--- config.mk ---
export PLATFORM = sky130hd
export DESIGN_NAME = cpio_newc_entry_walker_core
export DESIGN_NICKNAME = d
export VERILOG_FILES = /design/src/design/cnw_pkg.sv /design/src/design/cpio_newc_entry_walker_core.sv /design/src/design/cnw_parser.sv /design/src/design/cnw_emitter.sv
export SDC_FILE = /design/constraint.sdc
export NUM_CORES = 1
export LEC_CHECK = 0
export ABC_AREA = 1
export BUFFER_PORTS_ARGS = -buffer_cell sky130_fd_sc_hd__buf_2
export CORE_MARGIN = 5
export CORE_UTILIZATION = 58
export CTS_CLUSTER_DIAMETER = 120
export DETAILED_ROUTE_END_ITERATION = 16
export PLACE_DENSITY = 0.82
export SLEW_MARGIN = 20
export SYNTH_ARGS = -nofsm -noshare
export SYNTH_HDL_FRONTEND = slang
export SYNTH_HIERARCHICAL = 1
export SYNTH_SLANG_ARGS = --single-unit
export TNS_END_PERCENT = 100
--- constraint.sdc ---
create_clock -name aclk -period 14.95 [get_ports aclk]
set_clock_uncertainty 0.05 [all_clocks]
set_input_delay 2.2425 -clock aclk [delete_from_list [all_inputs] [get_ports aclk]]
set_output_delay 2.2425 -clock aclk [all_outputs]
set_load 0.05 [all_outputs]
--- src/design/cnw_pkg.sv ---
package cnw_pkg;

    localparam int HOLD_LEN = 9;
    localparam int HDR_LEN  = 110;

    localparam logic [1:0] KIND_NAME_BYTE = 2'd0;
    localparam logic [1:0] KIND_NAME_END  = 2'd1;
    localparam logic [1:0] KIND_ARC_END   = 2'd2;
    localparam logic [1:0] KIND_BAD_MAGIC = 2'd3;

    // all results caused by one archive byte: held name bytes, then an optional record
    typedef struct packed {
        logic [3:0]                    nbytes;
        logic [HOLD_LEN-1:0][7:0]      bytes;
        logic                          rec_valid;
        logic [1:0]                    rec_kind;
        logic [31:0]                   rec_size;
        logic [15:0]                   index;
    } cnw_bundle_t;

endpackage

--- src/design/cpio_newc_entry_walker_core.sv ---
// output: the first result of an archive byte shows on m_* in the cycle after it is accepted
// throughput: one byte per cycle while each byte gives at most one result and m_ready is
//   high; a byte that gives k results (up to ten, when held name bytes are released) holds
//   off the next byte until its last result is taken from the single result register
// reset: synchronous active-low aresetn returns the walker to the start of a header;
//   the name lookahead bytes are not reset
module cpio_newc_entry_walker_core (
    input  logic        aclk,
    input  logic        aresetn,
    input  logic        s_valid,
    output logic        s_ready,
    input  logic [7:0]  s_archive_byte,
    output logic        m_valid,
    input  logic        m_ready,
    output logic [1:0]  m_kind,
    output logic [7:0]  m_name_byte,
    output logic [31:0] m_file_size,
    output logic [15:0] m_entry_index,
    output logic        m_last
);
    import cnw_pkg::*;

    cnw_bundle_t bundle;
    logic        fire;
    logic        can_load;
    logic        load;

    assign s_ready = can_load;
    assign fire    = s_valid && s_ready;
    // bytes with no result only advance the parser
    assign load    = fire && (bundle.nbytes != 4'd0 || bundle.rec_valid);

    cnw_parser u_parser (
        .aclk         (aclk),
        .aresetn      (aresetn),
        .fire         (fire),
        .archive_byte (s_archive_byte),
        .bundle       (bundle)
    );

    cnw_emitter u_emitter (
        .aclk          (aclk),
        .aresetn       (aresetn),
        .load          (load),
        .bundle        (bundle),
        .can_load      (can_load),
        .m_valid       (m_valid),
        .m_ready       (m_ready),
        .m_kind        (m_kind),
        .m_name_byte   (m_name_byte),
        .m_file_size   (m_file_size),
        .m_entry_index (m_entry_index),
        .m_last        (m_last)
    );

endmodule

--- src/design/cnw_parser.sv ---
module cnw_parser (
    input  logic                aclk,
    input  logic                aresetn,
    input  logic                fire,
    input  logic [7:0]          archive_byte,
    output cnw_pkg::cnw_bundle_t bundle
);
    import cnw_pkg::*;

    typedef enum logic [2:0] {
        PH_HEADER,
        PH_NAME,
        PH_NAME_PAD,
        PH_DATA,
        PH_DATA_PAD,
        PH_STOP
    } phase_t;

    phase_t      phase_reg, phase_next;
    logic [31:0] byte_count_reg, byte_count_next;
    logic [31:0] hex_accum_reg, hex_accum_next;
    logic [31:0] name_size_reg, name_size_next;
    logic [31:0] data_size_reg, data_size_next;
    logic [3:0]  la_count_reg, la_count_next;
    logic        trailer_match_reg, trailer_match_next;
    logic        magic_ok_reg, magic_ok_next;
    logic        name_done_reg, name_done_next;
    logic [15:0] entry_count_reg, entry_count_next;
    logic [7:0]  la_reg [HOLD_LEN];
    logic [7:0]  la_new [HOLD_LEN];

    logic [31:0] hex_base;
    logic [31:0] pad_len;
    logic [31:0] bc_inc;
    logic [3:0]  flush_len;
    logic [3:0]  flush_cnt;
    logic        do_flush;
    logic        do_name_end;
    logic        last_name_byte;

    function automatic logic [7:0] magic_char(input logic [2:0] idx);
        logic [7:0] c;
        unique case (idx)
            3'd0: c = "0";
            3'd1: c = "7";
            3'd2: c = "0";
            3'd3: c = "7";
            3'd4: c = "0";
            3'd5: c = "1";
            default: c = 8'd0;
        endcase
        return c;
    endfunction

    function automatic logic [7:0] trailer_char(input logic [3:0] idx);
        logic [7:0] c;
        unique case (idx)
            4'd0: c = "T";
            4'd1: c = "R";
            4'd2: c = "A";
            4'd3: c = "I";
            4'd4: c = "L";
            4'd5: c = "E";
            4'd6: c = "R";
            4'd7: c = "!";
            4'd8: c = "!";
            default: c = 8'd0;
        endcase
        return c;
    endfunction

    // non-hex bytes still add (byte - '0') modulo 2^32
    function automatic logic [31:0] hex_digit(input logic [7:0] b);
        logic [31:0] d;
        if (b >= "A" && b <= "F") begin
            d = 32'(b - "A") + 32'd10;
        end else if (b >= "a" && b <= "f") begin
            d = 32'(b - "a") + 32'd10;
        end else begin
            d = {24'd0, b} - 32'd48;
        end
        return d;
    endfunction

    // first non-empty phase at or after p
    function automatic phase_t enter_phase(input phase_t p, input logic [31:0] ns,
                                           input logic [31:0] ds);
        phase_t q;
        logic [1:0] npad;
        logic [1:0] dpad;
        npad = 2'd2 - ns[1:0];
        dpad = 2'd0 - ds[1:0];
        unique case (p)
            PH_NAME_PAD: q = (npad != 2'd0) ? PH_NAME_PAD :
                             (ds != 32'd0) ? PH_DATA : PH_HEADER;
            PH_DATA:     q = (ds != 32'd0) ? PH_DATA : PH_HEADER;
            PH_DATA_PAD: q = (dpad != 2'd0) ? PH_DATA_PAD : PH_HEADER;
            default:     q = PH_HEADER;
        endcase
        return q;
    endfunction

    always_comb begin
        for (int j = 0; j < HOLD_LEN; j++) begin
            la_new[j] = (4'(j) == la_count_reg) ? archive_byte : la_reg[j];
        end
    end

    assign bc_inc         = byte_count_reg + 32'd1;
    assign last_name_byte = (bc_inc == name_size_reg);

    always_comb begin
        unique case (phase_reg)
            PH_NAME_PAD: pad_len = {30'd0, 2'd2 - name_size_reg[1:0]};
            PH_DATA:     pad_len = data_size_reg;
            PH_DATA_PAD: pad_len = {30'd0, 2'd0 - data_size_reg[1:0]};
            default:     pad_len = 32'd1;
        endcase
    end

    // count of held bytes ahead of the first zero
    always_comb begin
        flush_cnt = la_count_reg + 4'd1;
        for (int j = HOLD_LEN - 1; j >= 0; j--) begin
            if (4'(j) <= la_count_reg && la_new[j] == 8'd0) begin
                flush_cnt = 4'(j);
            end
        end
    end

    always_comb begin
        phase_next         = phase_reg;
        byte_count_next    = byte_count_reg;
        hex_accum_next     = hex_accum_reg;
        name_size_next     = name_size_reg;
        data_size_next     = data_size_reg;
        la_count_next      = la_count_reg;
        trailer_match_next = trailer_match_reg;
        magic_ok_next      = magic_ok_reg;
        name_done_next     = name_done_reg;
        entry_count_next   = entry_count_reg;
        hex_base           = 32'd0;
        flush_len          = 4'd0;
        do_flush           = 1'b0;
        do_name_end        = 1'b0;

        for (int j = 0; j < HOLD_LEN; j++) begin
            bundle.bytes[j] = la_new[j];
        end
        bundle.nbytes    = 4'd0;
        bundle.rec_valid = 1'b0;
        bundle.rec_kind  = KIND_NAME_END;
        bundle.rec_size  = 32'd0;
        bundle.index     = entry_count_reg;

        unique case (phase_reg)
            PH_HEADER: begin
                if (byte_count_reg < 32'd6 &&
                        archive_byte != magic_char(byte_count_reg[2:0])) begin
                    magic_ok_next = 1'b0;
                end
                if (byte_count_reg == 32'd5 && !magic_ok_next) begin
                    bundle.rec_valid = 1'b1;
                    bundle.rec_kind  = KIND_BAD_MAGIC;
                    phase_next       = PH_STOP;
                end else begin
                    if ((byte_count_reg >= 32'd54 && byte_count_reg <= 32'd61) ||
                            (byte_count_reg >= 32'd94 && byte_count_reg <= 32'd101)) begin
                        hex_base = (byte_count_reg == 32'd54 || byte_count_reg == 32'd94) ?
                                   32'd0 : hex_accum_reg;
                        hex_accum_next = {hex_base[27:0], 4'd0} + hex_digit(archive_byte);
                        if (byte_count_reg == 32'd61) begin
                            data_size_next = hex_accum_next;
                        end
                        if (byte_count_reg == 32'd101) begin
                            name_size_next = hex_accum_next;
                        end
                    end
                    if (byte_count_reg == 32'(HDR_LEN - 1)) begin
                        la_count_next      = 4'd0;
                        trailer_match_next = 1'b1;
                        name_done_next     = 1'b0;
                        if (name_size_reg == 32'd0) begin
                            do_name_end = 1'b1;
                        end else begin
                            phase_next      = PH_NAME;
                            byte_count_next = 32'd0;
                        end
                    end else begin
                        byte_count_next = bc_inc;
                    end
                end
            end
            PH_NAME: begin
                if (la_count_reg < 4'(HOLD_LEN)) begin
                    trailer_match_next = trailer_match_reg &&
                                         (archive_byte == trailer_char(la_count_reg));
                    la_count_next = la_count_reg + 4'd1;
                    if (la_count_next == 4'(HOLD_LEN)) begin
                        if (trailer_match_next) begin
                            bundle.rec_valid = 1'b1;
                            bundle.rec_kind  = KIND_ARC_END;
                            phase_next       = PH_STOP;
                        end else begin
                            do_flush  = 1'b1;
                            flush_len = la_count_next;
                        end
                    end else if (last_name_byte) begin
                        do_flush  = 1'b1;
                        flush_len = la_count_next;
                    end
                    if (do_flush) begin
                        bundle.nbytes  = flush_cnt;
                        name_done_next = (flush_cnt != flush_len);
                    end
                end else if (!name_done_reg) begin
                    if (archive_byte == 8'd0) begin
                        name_done_next = 1'b1;
                    end else begin
                        bundle.bytes[0] = archive_byte;
                        bundle.nbytes   = 4'd1;
                    end
                end
                if (phase_next != PH_STOP) begin
                    if (last_name_byte) begin
                        do_name_end = 1'b1;
                    end else begin
                        byte_count_next = bc_inc;
                    end
                end
            end
            PH_NAME_PAD, PH_DATA, PH_DATA_PAD: begin
                byte_count_next = bc_inc;
                if (bc_inc >= pad_len) begin
                    phase_next = enter_phase((phase_reg == PH_DATA_PAD) ? PH_HEADER :
                                             phase_t'(phase_reg + 3'd1),
                                             name_size_reg, data_size_reg);
                    byte_count_next = 32'd0;
                    if (phase_next == PH_HEADER) begin
                        magic_ok_next = 1'b1;
                    end
                end
            end
            default: begin
                phase_next = PH_STOP;
            end
        endcase

        if (do_name_end) begin
            bundle.rec_valid = 1'b1;
            bundle.rec_kind  = KIND_NAME_END;
            bundle.rec_size  = data_size_reg;
            if (entry_count_reg != 16'hFFFF) begin
                entry_count_next = entry_count_reg + 16'd1;
            end
            phase_next      = enter_phase(PH_NAME_PAD, name_size_reg, data_size_reg);
            byte_count_next = 32'd0;
            if (phase_next == PH_HEADER) begin
                magic_ok_next = 1'b1;
            end
        end
    end

    always_ff @(posedge aclk) begin
        if (!aresetn) begin
            phase_reg         <= PH_HEADER;
            byte_count_reg    <= 32'd0;
            hex_accum_reg     <= 32'd0;
            name_size_reg     <= 32'd0;
            data_size_reg     <= 32'd0;
            la_count_reg      <= 4'd0;
            trailer_match_reg <= 1'b1;
            magic_ok_reg      <= 1'b1;
            name_done_reg     <= 1'b0;
            entry_count_reg   <= 16'd0;
        end else if (fire) begin
            phase_reg         <= phase_next;
            byte_count_reg    <= byte_count_next;
            hex_accum_reg     <= hex_accum_next;
            name_size_reg     <= name_size_next;
            data_size_reg     <= data_size_next;
            la_count_reg      <= la_count_next;
            trailer_match_reg <= trailer_match_next;
            magic_ok_reg      <= magic_ok_next;
            name_done_reg     <= name_done_next;
            entry_count_reg   <= entry_count_next;
        end
    end

    // lookahead bytes need no reset
    always_ff @(posedge aclk) begin
        if (fire && phase_reg == PH_NAME && la_count_reg < 4'(HOLD_LEN)) begin
            for (int j = 0; j < HOLD_LEN; j++) begin
                la_reg[j] <= la_new[j];
            end
        end
    end

endmodule

--- src/design/cnw_emitter.sv ---
module cnw_emitter (
    input  logic                 aclk,
    input  logic                 aresetn,
    input  logic                 load,
    input  cnw_pkg::cnw_bundle_t bundle,
    output logic                 can_load,
    output logic                 m_valid,
    input  logic                 m_ready,
    output logic [1:0]           m_kind,
    output logic [7:0]           m_name_byte,
    output logic [31:0]          m_file_size,
    output logic [15:0]          m_entry_index,
    output logic                 m_last
);
    import cnw_pkg::*;

    logic [7:0]  bytes_reg [HOLD_LEN];
    logic [3:0]  nbytes_reg;
    logic        rec_valid_reg;
    logic [1:0]  rec_kind_reg;
    logic [31:0] rec_size_reg;
    logic [15:0] index_reg;
    logic        take;
    logic        has_byte;

    assign has_byte      = (nbytes_reg != 4'd0);
    assign m_valid       = has_byte || rec_valid_reg;
    assign m_last        = has_byte ? (nbytes_reg == 4'd1 && !rec_valid_reg) : 1'b1;
    assign m_kind        = has_byte ? KIND_NAME_BYTE : rec_kind_reg;
    assign m_name_byte   = has_byte ? bytes_reg[0] : 8'd0;
    assign m_file_size   = has_byte ? 32'd0 : rec_size_reg;
    assign m_entry_index = index_reg;
    assign take          = m_valid && m_ready;
    // a new request may enter as the final result of the previous one leaves
    assign can_load      = !m_valid || (m_ready && m_last);

    always_ff @(posedge aclk) begin
        if (!aresetn) begin
            nbytes_reg    <= 4'd0;
            rec_valid_reg <= 1'b0;
        end else if (load) begin
            nbytes_reg    <= bundle.nbytes;
            rec_valid_reg <= bundle.rec_valid;
        end else if (take) begin
            if (has_byte) begin
                nbytes_reg <= nbytes_reg - 4'd1;
            end else begin
                rec_valid_reg <= 1'b0;
            end
        end
    end

    always_ff @(posedge aclk) begin
        if (load) begin
            for (int j = 0; j < HOLD_LEN; j++) begin
                bytes_reg[j] <= bundle.bytes[j];
            end
            rec_kind_reg <= bundle.rec_kind;
            rec_size_reg <= bundle.rec_size;
            index_reg    <= bundle.index;
        end else if (take && has_byte) begin
            for (int j = 0; j < HOLD_LEN - 1; j++) begin
                bytes_reg[j] <= bytes_reg[j + 1];
            end
        end
    end

endmodule

=== After elaboration in Yosys (flattened, before gate mapping) ===
Memory sizes are Yosys's and may differ from the RTL's. A register that Yosys moved wholly into a read port is not among the register bits.
Cells that the tools add are included.

* Eq/ne operators: 46
* Bitwise operators: 9
* Mux-type cells: 134
* Add/sub/neg operators: 13
* Reduce and logical (&&, ||, !) cells: 70
* Order comparisons: 20

{| class="wikitable"
|+ Operators by type and width
! kind !! count
|-
| $mux 32 || 13
|-
| $mux 8 || 25
|-
| $pmux 32 s3 || 2
|-
| $mux 4 || 26
|-
| $eq 32x7->1 const B || 3
|-
| $logic_not 8->1 || 10
|-
| $add 32x4->32 const B || 2
|-
| $eq 32x6->1 const B || 2
|-
| $mux 3 || 19
|-
| $mux 1 || 36
|-
| $mux 35 || 1
|-
| $add 32x1->32 const B || 1
|-
| $add 32x32->32 || 1
|-
| $eq 32x3->1 const B || 1
|-
| $eq 32x32->1 || 1
|-
| $ge 32x32->1 || 1
|-
| $ge 32x6->1 const B || 1
|-
| $ge 32x7->1 const B || 1
|-
| $le 32x6->1 const B || 1
|-
| $le 32x7->1 const B || 1
|-
| $logic_not 32->1 || 1
|-
| $lt 32x3->1 const B || 1
|-
| $reduce_bool 32->1 || 1
|-
| $mux 28 || 1
|-
| 58 further kinds || 140
|}

* Memories: 3
* Word-level logic and storage cells: 310
* ROM bits: 112
* Flip-flop bits (word level): 205
* Memory bits (writable): 144
* Output and inout bits: 61

{| class="wikitable"
|+ Memories
! memory !! depth !! bits a word !! rd ports !! clocked after Yosys merged registers in !! wr ports !! line !! text
|-
| (name not given) || 16 || 7 || 1 || 1 || 0 || cnw_parser.sv:57 || <nowiki>unique case (idx)</nowiki>
|-
| u_emitter.bytes_reg || 9 || 8 || 9 || 0 || 9 || cnw_emitter.sv:17 || <nowiki>logic [7:0] bytes_reg [HOLD_LEN];</nowiki>
|-
| u_parser.la_reg || 9 || 8 || 9 || 0 || 9 || cnw_parser.sv:29 || <nowiki>logic [7:0] la_reg [HOLD_LEN];</nowiki>
|}

=== Logic depth before layout (Yosys ltp) ===
* Word-level depth: 22
* Gate-level depth with buffers: 33
* Depth with buffers taken out: 31

=== Cells and area by module ===
The synthesis kept the hierarchy.

{| class="wikitable"
|+ By module, submodules not included
! module !! area an instance (µm²) !! instances !! cells an instance
|-
| cnw_parser || 17113.9 || 1 || 2614
|-
| cnw_emitter || 5182.5 || 1 || 470
|-
| cpio_newc_entry_walker_core || 33.8 || 1 || 8
|}

=== Worst setup path after synthesis ===
Ideal clock, no wire load.

* Kind: input to register
* From: in s_archive_byte[0]
* To: reg u_emitter.nbytes_reg[0]
* Setup slack: 7.438 ns
* Setup time: 0.124 ns
* Stages: 20
* Data arrival time: 7.338 ns
* Path through: clkbuf_1 inv_1 clkbuf_1 ha_1 nand2_1 nor3b_1 nor3_1 nand2_1 clkbuf_1 o21ai_0 inv_1 nand3_1 nand2_1 inv_1 buf_2 inv_1 nand2_1 inv_1 nand2_1 a21oi_1

{| class="wikitable"
|+ RTL lines
! what !! line !! text
|-
| start: declaration || cpio_newc_entry_walker_core.sv:12 || <nowiki>input logic [7:0] s_archive_byte,</nowiki>
|-
| end signal: assignment || cnw_emitter.sv:42 || <nowiki>nbytes_reg <= bundle.nbytes;</nowiki>
|-
| end signal: assignment || cnw_emitter.sv:46 || <nowiki>nbytes_reg <= nbytes_reg - 4'd1;</nowiki>
|-
| end: declaration || cnw_emitter.sv:18 || <nowiki>logic [3:0] nbytes_reg;</nowiki>
|}

=== Worst setup path after layout ===
* From: in s_archive_byte[0]
* To: reg u_parser.hex_accum_reg[25]

* Longest elaborated chain between the ends: 8
* Elaborated cells on any way between the ends: 25
* Those cells by class: add/sub: 6; order compare: 4; eq/ne: 1; mux: 7; bitwise: 1; reduce/logical: 6

{| class="wikitable"
|+ RTL lines
! what !! line !! text
|-
| $sub 8x7->9 (tied with other cells) || cnw_parser.sv:78 || <nowiki>d = 32'(b - "a") + 32'd10;</nowiki>
|-
| $add 32x4->32 (tied with other cells) || cnw_parser.sv:78 ||
|-
| $mux 32 or $mux 1 (tied branches) || cnw_parser.sv:77, cnw_parser.sv:158 ||
|-
| $mux 32 or $mux 1 (tied branches) || cnw_parser.sv:75, cnw_parser.sv:156 ||
|-
| $mux 32 or $logic_not 1->1 (tied branches) || cnw_parser.sv:167, cnw_parser.sv:162 ||
|-
| $mux 32 or $logic_and 1x1->1 (tied branches) || cnw_parser.sv:162 || <nowiki>if (byte_count_reg == 32'd5 && !magic_ok_next) begin</nowiki>
|-
| $mux 32 or $not 1->1 (tied branches) || - ||
|-
| $add 32x32->32 or $reduce_and 4->1 (tied branches) || - ||
|-
| end signal: assignment || cnw_parser.sv:279 || <nowiki>hex_accum_reg <= hex_accum_next;</nowiki>
|-
| end: declaration || cnw_parser.sv:21 || <nowiki>logic [31:0] hex_accum_reg, hex_accum_next;</nowiki>
|}

Several ways; a longest one is shown, not always the timed one. The select of a mux whose other input is x is not followed.
A chain may end at the register's enable or synchronous reset.

==> impl_metrics.ini <==
[run_status]
status = complete, no violations

[critical_path]
path_delay_family = simple AND/OR/NAND/NOR gates
path_buf_inv = 3
crit_path_end_kind = register
critPathKind = input port to register
critPathMaxFanout = 23
worst-endpoint-arrival_ps = 7470
cp.required_ps = 15400
slowest_stage = ha_1
crit_path_start_kind = input port
cpPeakStageDelay_ps = 690
worstRegToRegCells = 24
crit_top_cell = nand2_1
path_depth = 26

[clocking]
cts_hold_buf = 0
cts_max_level = 2
clock_path_buffers = 3
cts-buffers-inserted = 40
cts_root_buf = clkbuf_16
tritoncts = built
clock_latency_ps = 580
cts.clk_slew.worst_paths_ps = 60
ctsResizeCount = 0
post-cts-setup-buffers = 0
cts_sinks = 356

[drt]
post_drt_wl_per_cell_um = 18.40
viasPerCell = 5.773
num_vias = 20731
drtIter0Drc = 2266
met3WireLength_mm = 4.468
routed_wl_mm = 66.08
dr.pass1.iters = 5
wl_met1_mm = 26.39
wl_met2_mm = 31.73
drtAntennaViolNets = 0
drc_errors = 0
highest_layer = met4

[sta]
timing.final.max_slew_violations = 0
period_share = 0.4695
hold_viol_final = 0
rsz0062_at_grt = no
post-route-min-period_ps = 7019
setup_tns_ps = 0
setup_violations = 0
fmax_mhz = 142.5
worstMarginPinSlew_ps = 1102
slew_headroom = 0.2656

[yosys]
ys_ff_latch = 356
ys_types = 53
synth-edff-count = 194
synthMuxAreaShare = 0.0004483
synth_top_family_by_area = simple AND/OR/NAND/NOR gates
ys_seq_area_frac = 0.4061
synth_xor_area_frac = 0.02157
synthesis.nets = 3191
yosys_warnings = 6
synth_ff_type = edfxtp_1
synthSimpleGateAreaFrac = 0.2846
syn-cell-area_um2 = 22330
synth-compound-area-share = 0.1196
synth-async-reset-ratio = 0
avgSynthCellArea_um2 = 7.222
synth_fa_ha_area_frac = 0.04908
syn-instance-count = 3092

[die]
dieArea_um2 = 42520
rows = 71
core_area_um2 = 37840
io-pin-count = 73
initial_core_util = 0.5901
die_h_um = 206.2
die_w_um = 206.2

[power]
p_per_area_nw_per_um2 = 158.2
p_leak_nw = 10.58
vdd_ir_drop_max_mv = 0.1652

[global_routing]
grt_usage = 0.3057
grt_pass1_vias = 19702
grt_pass1_wl_mm = 103.7
antenna_found_initial = 0
grt_max_degree = 116
grt_overflow_total = 0

[placed_design]
routabilityCongestion = 0.9875
placed_cell_area_um2 = 22430
placed_cells = 3517
dp_hpwl_mm = 48.25
numPortBuffers = 72

[final_layout]
final_cell_mix = nand2_1 (761), inv_1 (425), nor2_1 (346)
area.growth.synth_to_final_pct = 6.264
drive_gt1_frac = 0.06591
final_util = 0.6270
antenna_cells = 0
regArea_um2 = 9069
final.fill_count = 3494
design_area_um2 = 23730
final_common_cell = nand2_1
instances_no_fill = 3591
nets = 3147
multiInputGateArea_um2 = 10630

[hold_path]
hold_depth = 2
holdCritPathClass = register to register

[run]
maxCapViolations = 0
==> kinds of logic (layout without fill, tap and decap cells) <==
family	count (synthesis)	count (layout)
AOI/OAI and AO/OA	496	496
xor gates and xnor gates	55	55
adders and majority gates	87	87
buffers and inverters	607	595
DFF	356	356
muxes	1	1
and+or+nand+nor	1490	1490
==> stage by stage <==
step	hold WS (ps)	worst slack (ps)	total power, W
2_1_floorplan	380.0	7438	0.002426
3_3_place_gp	394.2	7611	0.002743
3_5_place_dp	400.8	7455	0.002777
4_1_cts	410.5	8043	0.003751
5_1_grt	430.2	7280	0.003961
6_report	409.6	7931	0.003753
==> worst paths after layout <==
kind                                   start                          to  slack [ps]
setup reg to reg  u_parser/byte_count_reg[0]  u_emitter/bytes_reg[0][37]        8750
hold / removal     u_parser/hex_accum_reg[7]   u_parser/hex_accum_reg[7]         410
hold reg to reg    u_parser/hex_accum_reg[7]   u_parser/hex_accum_reg[7]         410
setup / recovery           s_archive_byte[0]  u_parser/hex_accum_reg[25]        7930
==> final cells by class <==
cell class,instances,area share
sequential,356,0.3822
multi-input combinational,2129,0.4480
clock buffer,50,0.04640
clock inverter,24,0.008331
inverter,437,0.06918
tap,511,0.02694
timing repair buffer,84,0.01898
==> worst register-to-register path, cell delays in order, from the launching register on <==
cell	delay, ps
dfxtp_1	620
inv_2	210
nor2_4	340
nand3_1	230
inv_1	120
nand2_1	60
nand2_1	90
nand2_1	220
nand2_1	150
nand2_1	60
nor2_1	80
nand2_1	60
nor2_1	330
nand3_1	230
nand2_1	240
nand3_1	180
o21ai_0	360
inv_1	70
nand3_1	90
nand2_1	60
inv_2	90
buf_4	670
inv_1	230
nand2_2	310
buf_4	650
==> Yosys cell counts (33+ instances only) <==
cell / count / area (µm²)
a21oi_1: 162 / 810.8
buf_4: 74 / 555.5
clkbuf_1: 65 / 244.0
dfxtp_1: 162 / 3243
edfxtp_1: 194 / 5826
ha_1: 86 / 1076
inv_1: 426 / 1599
nand2_1: 762 / 2860
nand3_1: 204 / 1021
nand4_1: 60 / 375.4
nor2_1: 349 / 1310
nor3_1: 46 / 230.2
o21ai_0: 250 / 1251
xor2_1: 33 / 289.0
==> power by group <==
part	leakage [nW]	internal, W	switching, W	total [W]
clock	0.627	0.000548	0.000428	0.000975
combinational	6.96	0.000371	0.00112	0.00150
sequential	2.99	0.00119	0.0000908	0.00128
total	10.6	0.00211	0.00164	0.00375
==> per-layer routing <==
metal	GRT usage	vias up
li1	-	9948
met1	0.3846	9617
met2	0.5214	945
met3	0.03687	221
met4	0.1521	0
met5	0	-
No activity file was read; power rests on OpenSTA's default activity.
